--- config.mk ---
export PLATFORM = sky130hd
export DESIGN_NAME = mnsr_front
export DESIGN_NICKNAME = d
export VERILOG_FILES = /design/src/rtl/mnsr_pkg.sv /design/src/rtl/mnsr_front.sv
export SDC_FILE = /design/constraint.sdc
export NUM_CORES = 1
export LEC_CHECK = 0
export BUFFER_PORTS_ARGS = -buffer_cell sky130_fd_sc_hd__buf_4
export CAP_MARGIN = 0
export CORE_MARGIN = 4
export CORE_UTILIZATION = 53
export CTS_CLUSTER_DIAMETER = 200
export DETAILED_ROUTE_END_ITERATION = 6
export HOLD_SLACK_MARGIN = 0.08
export PLACE_DENSITY = 0.79
export SLEW_MARGIN = 30
export SYNTH_ARGS = -nofsm -noshare
export SYNTH_HDL_FRONTEND = slang
export SYNTH_SLANG_ARGS = --single-unit
export TNS_END_PERCENT = 10
--- constraint.sdc ---
create_clock -name clock -period 3.54 [get_ports clock]
set_input_delay 0.177 -clock clock [delete_from_list [all_inputs] [get_ports clock]]
set_output_delay 0.177 -clock clock [all_outputs]
set_load 0.02 [all_outputs]
--- src/rtl/mnsr_pkg.sv ---
// ----------------------------------------------------------------------------
// mnsr_pkg
// shared types and codes for the midi note state reconciler
// ----------------------------------------------------------------------------
package mnsr_pkg;

   // command codes
   localparam logic [1:0] CMD_PLAY    = 2'd0;
   localparam logic [1:0] CMD_RECORD  = 2'd1;
   localparam logic [1:0] CMD_SYNC    = 2'd2;
   localparam logic [1:0] CMD_RELEASE = 2'd3;

   // event kinds on the request side
   localparam logic [1:0] EV_PROG = 2'd0;
   localparam logic [1:0] EV_OFF  = 2'd1;
   localparam logic [1:0] EV_ON   = 2'd2;

   // event kinds on the response side
   localparam logic [1:0] KIND_NONE = 2'd0;
   localparam logic [1:0] KIND_PROG = 2'd1;
   localparam logic [1:0] KIND_OFF  = 2'd2;
   localparam logic [1:0] KIND_ON   = 2'd3;

   localparam int MAX_RESULTS = 3;

   typedef struct packed {
      logic [1:0] cmd;
      logic [1:0] event_kind;
      logic [3:0] channel;
      logic [6:0] note;
      logic [6:0] value;
   } req_word_type;

   typedef struct packed {
      logic [1:0] kind;
      logic [3:0] out_channel;
      logic [6:0] out_note;
      logic [6:0] out_value;
      logic       last;
      logic       scan_done;
   } rsp_word_type;

   // decoded operation passed from front to back
   typedef enum logic [2:0] {
      OP_PLAY_PROG = 3'd0,
      OP_PLAY_NOTE = 3'd1,
      OP_REC_PROG  = 3'd2,
      OP_REC_NOTE  = 3'd3,
      OP_SYNC      = 3'd4,
      OP_RELEASE   = 3'd5
   } op_kind_type;

   typedef struct packed {
      op_kind_type op;
      logic [1:0]  kind;
      logic [3:0]  channel;
      logic [6:0]  note;
      logic [6:0]  value;
      logic [7:0]  entry;
   } op_type;

   // up to three response words written in the same cycle
   typedef struct packed {
      logic [1:0]                       count;
      rsp_word_type [MAX_RESULTS-1:0]   word;
   } rsp_push_type;

endpackage

--- src/rtl/mnsr_front.sv ---
// ----------------------------------------------------------------------------
// mnsr_front
// accepts request words, drops ignored ones, decodes the rest into a
// two entry operation queue
// ----------------------------------------------------------------------------
module mnsr_front import mnsr_pkg::*; #(
   parameter int CHANNELS = 16,
   parameter int NOTES    = 128
) (
   input  logic         clock,
   input  logic         reset,
   input  logic         push,
   output logic         full,
   input  req_word_type req_word,
   input  logic         hold,
   output logic         op_valid,
   output op_type       op,
   input  logic         op_pop
);

   op_type     entries_ff [2];
   logic       head_ff;
   logic       head_in;
   logic [1:0] count_ff;
   logic [1:0] count_in;
   logic       ch_ok;
   logic       note_ok;
   logic       keep;
   logic       enq;
   logic       deq;
   op_type     dec;

   assign ch_ok   = {1'b0, req_word.channel} < 5'(CHANNELS);
   assign note_ok = {1'b0, req_word.note} < 8'(NOTES);

   always_comb begin
      dec         = '0;
      dec.channel = req_word.channel;
      dec.note    = req_word.note;
      dec.value   = req_word.value;
      dec.entry   = (req_word.event_kind == EV_ON) ? {1'b1, req_word.value} : 8'd0;
      dec.kind    = (req_word.event_kind == EV_ON) ? KIND_ON : KIND_OFF;
      dec.op      = OP_SYNC;
      keep        = 1'b0;
      unique case (req_word.cmd)
         CMD_PLAY, CMD_RECORD: begin
            if (req_word.event_kind == EV_PROG) begin
               keep    = ch_ok;
               dec.op  = (req_word.cmd == CMD_PLAY) ? OP_PLAY_PROG : OP_REC_PROG;
               dec.kind = KIND_PROG;
            end else if (req_word.event_kind == EV_OFF || req_word.event_kind == EV_ON) begin
               keep   = ch_ok && note_ok;
               dec.op = (req_word.cmd == CMD_PLAY) ? OP_PLAY_NOTE : OP_REC_NOTE;
            end
         end
         CMD_SYNC: begin
            keep   = 1'b1;
            dec.op = OP_SYNC;
         end
         CMD_RELEASE: begin
            keep   = ch_ok && note_ok;
            dec.op = OP_RELEASE;
         end
         default: keep = 1'b0;
      endcase
   end

   assign full     = hold || (count_ff == 2'd2);
   assign enq      = push && !full && keep;
   assign op_valid = (count_ff != 2'd0);
   assign deq      = op_pop && op_valid;
   assign op       = entries_ff[head_ff];
   assign head_in  = head_ff ^ deq;
   assign count_in = count_ff + 2'(enq) - 2'(deq);

   always_ff @(posedge clock) begin
      if (reset) begin
         head_ff  <= 1'b0;
         count_ff <= 2'd0;
      end else begin
         head_ff  <= head_in;
         count_ff <= count_in;
      end
      if (enq) begin
         entries_ff[head_ff ^ count_ff[0]] <= dec;
      end
   end

endmodule

==> summary.md <==
| Metric | Value |
|---|---|
| Outcome | finished clean |
| Clock skew | 0.004889 ns |
| CP Data Required Time | 3.55 ns |
| Tot GR Track Use | 18.04% |
| Initial Util | 54.52% |
| HPWL Detailed | 3.177 mm |
| CTS tree | yes |
| Layout Utilization | 73.59% |
| Rel. slew slack | 50.26% |
| Startpoint Class | flop |
| Die Ht | 77.70 µm |
| Critical path's slowest cell | nor2_2 |
| Synth top area cells | edfxtp_1, mux2_2, ha_1 |
| Library cells used by synthesis | 21 |
| CP top delay family | simple AND/OR/NAND/NOR gates |
| Port bufs | 59 |
| Diode count | 0 |
| Starting DRC count in detailed routing | 64 |
| Routability Congestion | 0.7276 |
| Arr. time, crit path | 2.30 ns |
| DR WL/cell | 16.49 µm |
| GRT Residual Overflow | 0 |
| Share of cells above drive strength 1 | 49.78% |
| Leak | 1.331 nW |
| Synth Net Count | 170 |
| Max frequency | 436.5 MHz |
| Post-route minimum period | 2.291 ns |
| DIE AREA | 0.006037 mm² |
| Synthesis-to-finish area growth | 34.99% |
| Most common cell in the netlist | edfxtp_1 |
| Via count | 1454 |
| Register area share after synthesis | 74.64% |
| Max incr delay on CP | 0.61 ns |
| Crit path from | count_ff[0] |
| Peak supply drop | 448.5 µV |
| Mapped cell area | 0.002575 mm² |
| R2R setup slack | 1.25 ns |
| Async SR Flop Fraction | 0% |
| Drt pass-1 iters | 4 |
| Power per cell area | 684.5 mW/mm² |
| MaxCap Viol Count | 0 |
| Clk_lat worst skew | 0.33 ns |
| RSZ-0062 raised after global routing | false |
| Initial antenna violation count | 0 |
| First-pass GRT wire length | 8.114 mm |
| Final Hold Vio Count | 0 |
| Path depth of the worst reg2reg path | 4 |
| Core Region | 0.004723 mm² |
| Period utilisation layout | 64.72% |
| Largest net degree at the start of global routing | 34 |
| Vias in the first global route | 1613 |
| Synth Flop Type | edfxtp_1 |
| Die width | 77.70 µm |
| Slew Viols, Final | 0 |
| Postcts setup bufs | 0 |
| Post-Synthesis Cells | 138 |
| Worst path depth | 4 |
| Worst setup EP type | flop |
| Top-area cell type share of the netlist area | 72.30% |
| Crit Reg-Reg Endpoint | entries_ff[1][1] |
| Post-synth EDFFs | 62 |
| Nets@finish | 258 |
| Crit Path Category | flop to flop |
| CTS buffer count | 9 |
| Final setup viols | 0 |
| Num ports | 60 |
| Routed WL | 4.913 mm |
| Setup tns final | 0 ns |
| Via density per instance | 4.879 |
| Max Root-Sink Buffers | 2 |
| Crit path to | entries_ff[1][1] |
| Crit-path max FO | 17 |
| Row cnt | 25 |
| Top cell type by total area after synthesis | edfxtp_1 |
| CP bufs+invs | 2 |
| HP Class | input port to flop |
| Synth cell count leaders | edfxtp_1, mux2_2, and2_1 |
| Clk sinks | 65 |
| Final ANT Viol Nets | 0 |
| Worst-path clk slew | 0.07 ns |
| Yosys reg bits | 65 |
| R2R Path Start | count_ff[0] |
| DR DRC count | 0 |
| CTS root buffer | clkbuf_8 |
| Yosys warns | 0 |
| Slew @ Worst Pin | 0.7427 ns |
| CTS H-tree lvls | 3 |
| Worst path cell trace | inv_2 -> a2111o_1 -> nor2_2 -> buf_4 |
| Post-synthesis average cell area | 18.66 µm² |
what timing repair did:
| action | 4_1_cts | 5_1_grt |
|---|---|---|
| hold buffers | 19 | 0 |
| gates resized for setup | 0 | 0 |
| hold endpoints to repair | 39 | 0 |
layout make-up:
type	instances	area (µm²)
Tap cell	67	83.83
Clock buffer	9	123.9
Multi-Input combinational cell	64	610.6
Clock inverter	7	61.31
Sequential cell	65	1922
Inverter	5	18.77
Fill cell	287	1247
Timing Repair Buffer	81	655.6
routing by layer:
| layer | routed length, µm | global-route usage [%] |
|---|---|---|
| met1 | 1988 | 21.63 |
| met2 | 2569 | 30.48 |
| met3 | 262 | 4.292 |
| met4 | 93 | 8.719 |
| met5 | 0 | 0 |
worst min-delay path by stage:
stage / from / to / slack, ns / cells past startpoint
2_1_floorplan: reset / count_ff[0] / 0.25 / 1
3_5_place_dp: reset / head_ff / 0.36 / 2
5_1_grt: req_word[20] / entries_ff[1][28] / 0.18 / 2
4_1_cts: req_word[20] / entries_ff[1][28] / 0.17 / 2
3_3_place_gp: reset / count_ff[0] / 0.36 / 2
6_report: req_word[20] / entries_ff[0][28] / 0.18 / 2
kinds of logic after synthesis:
group                      Yosys count  synth area share, %
buffers and inverters                9                1.846
muxes                               32                13.99
xor gates and xnor gates             3                1.021
adders and majority gates            5                2.430
DFF                                 65                74.64
AOI/OAI and AO/OA                    3                1.069
and+or+nand+nor                     21                5.004
cells in the final DEF, fill, tap and decap left out, types with 2 or more instances in the layout:
cell | Yosys | final
clkinv_1 | 0 | 2
mux2_2 | 32 | 32
clkinv_2 | 0 | 3
xnor2_1 | 2 | 2
clkbuf_8 | 1 | 9
dfxtp_1 | 3 | 3
edfxtp_1 | 62 | 62
nand2b_1 | 2 | 2
buf_4 | 0 | 62
inv_1 | 4 | 4
ha_1 | 5 | 5
and2_1 | 8 | 8
nor2_1 | 4 | 3
or2_2 | 2 | 2
dlygate4sd3_1 | 0 | 19
power breakdown:
part / internal (mW) / total (mW) / switching, mW / leakage [nW]
registers: 0.975 / 1.01 / 0.0362 / 0.594
logic: 0.364 / 0.782 / 0.419 / 0.639
clock network: 0.317 / 0.586 / 0.268 / 0.0978
worst reg2reg max path, stage by stage (launching register included):
cell	delay (ns)
dfxtp_1	0.43
inv_2	0.06
a2111o_1	0.47
nor2_2	0.61
buf_4	0.40
through the flow:
step	cells	total power [mW]	area [µm²]	setup slack, ns	hold slack [ns]
global placement	263	1.762	3100	1.291	0.3571
CTS	298	2.401	3476	1.203	0.1715
detailed placement	263	1.796	3100	1.163	0.3611
floorplan	138	1.507	2575	0.8313	0.2486
finish	298	2.379	3476	1.249	0.1828
global route	298	2.499	3476	1.042	0.1759
state kept, by name, summed over array words and instances (netlist names):
signal	flops
entries_ff	62
head_ff	1
count_ff	2
Power figures use the tool's default switching activity.
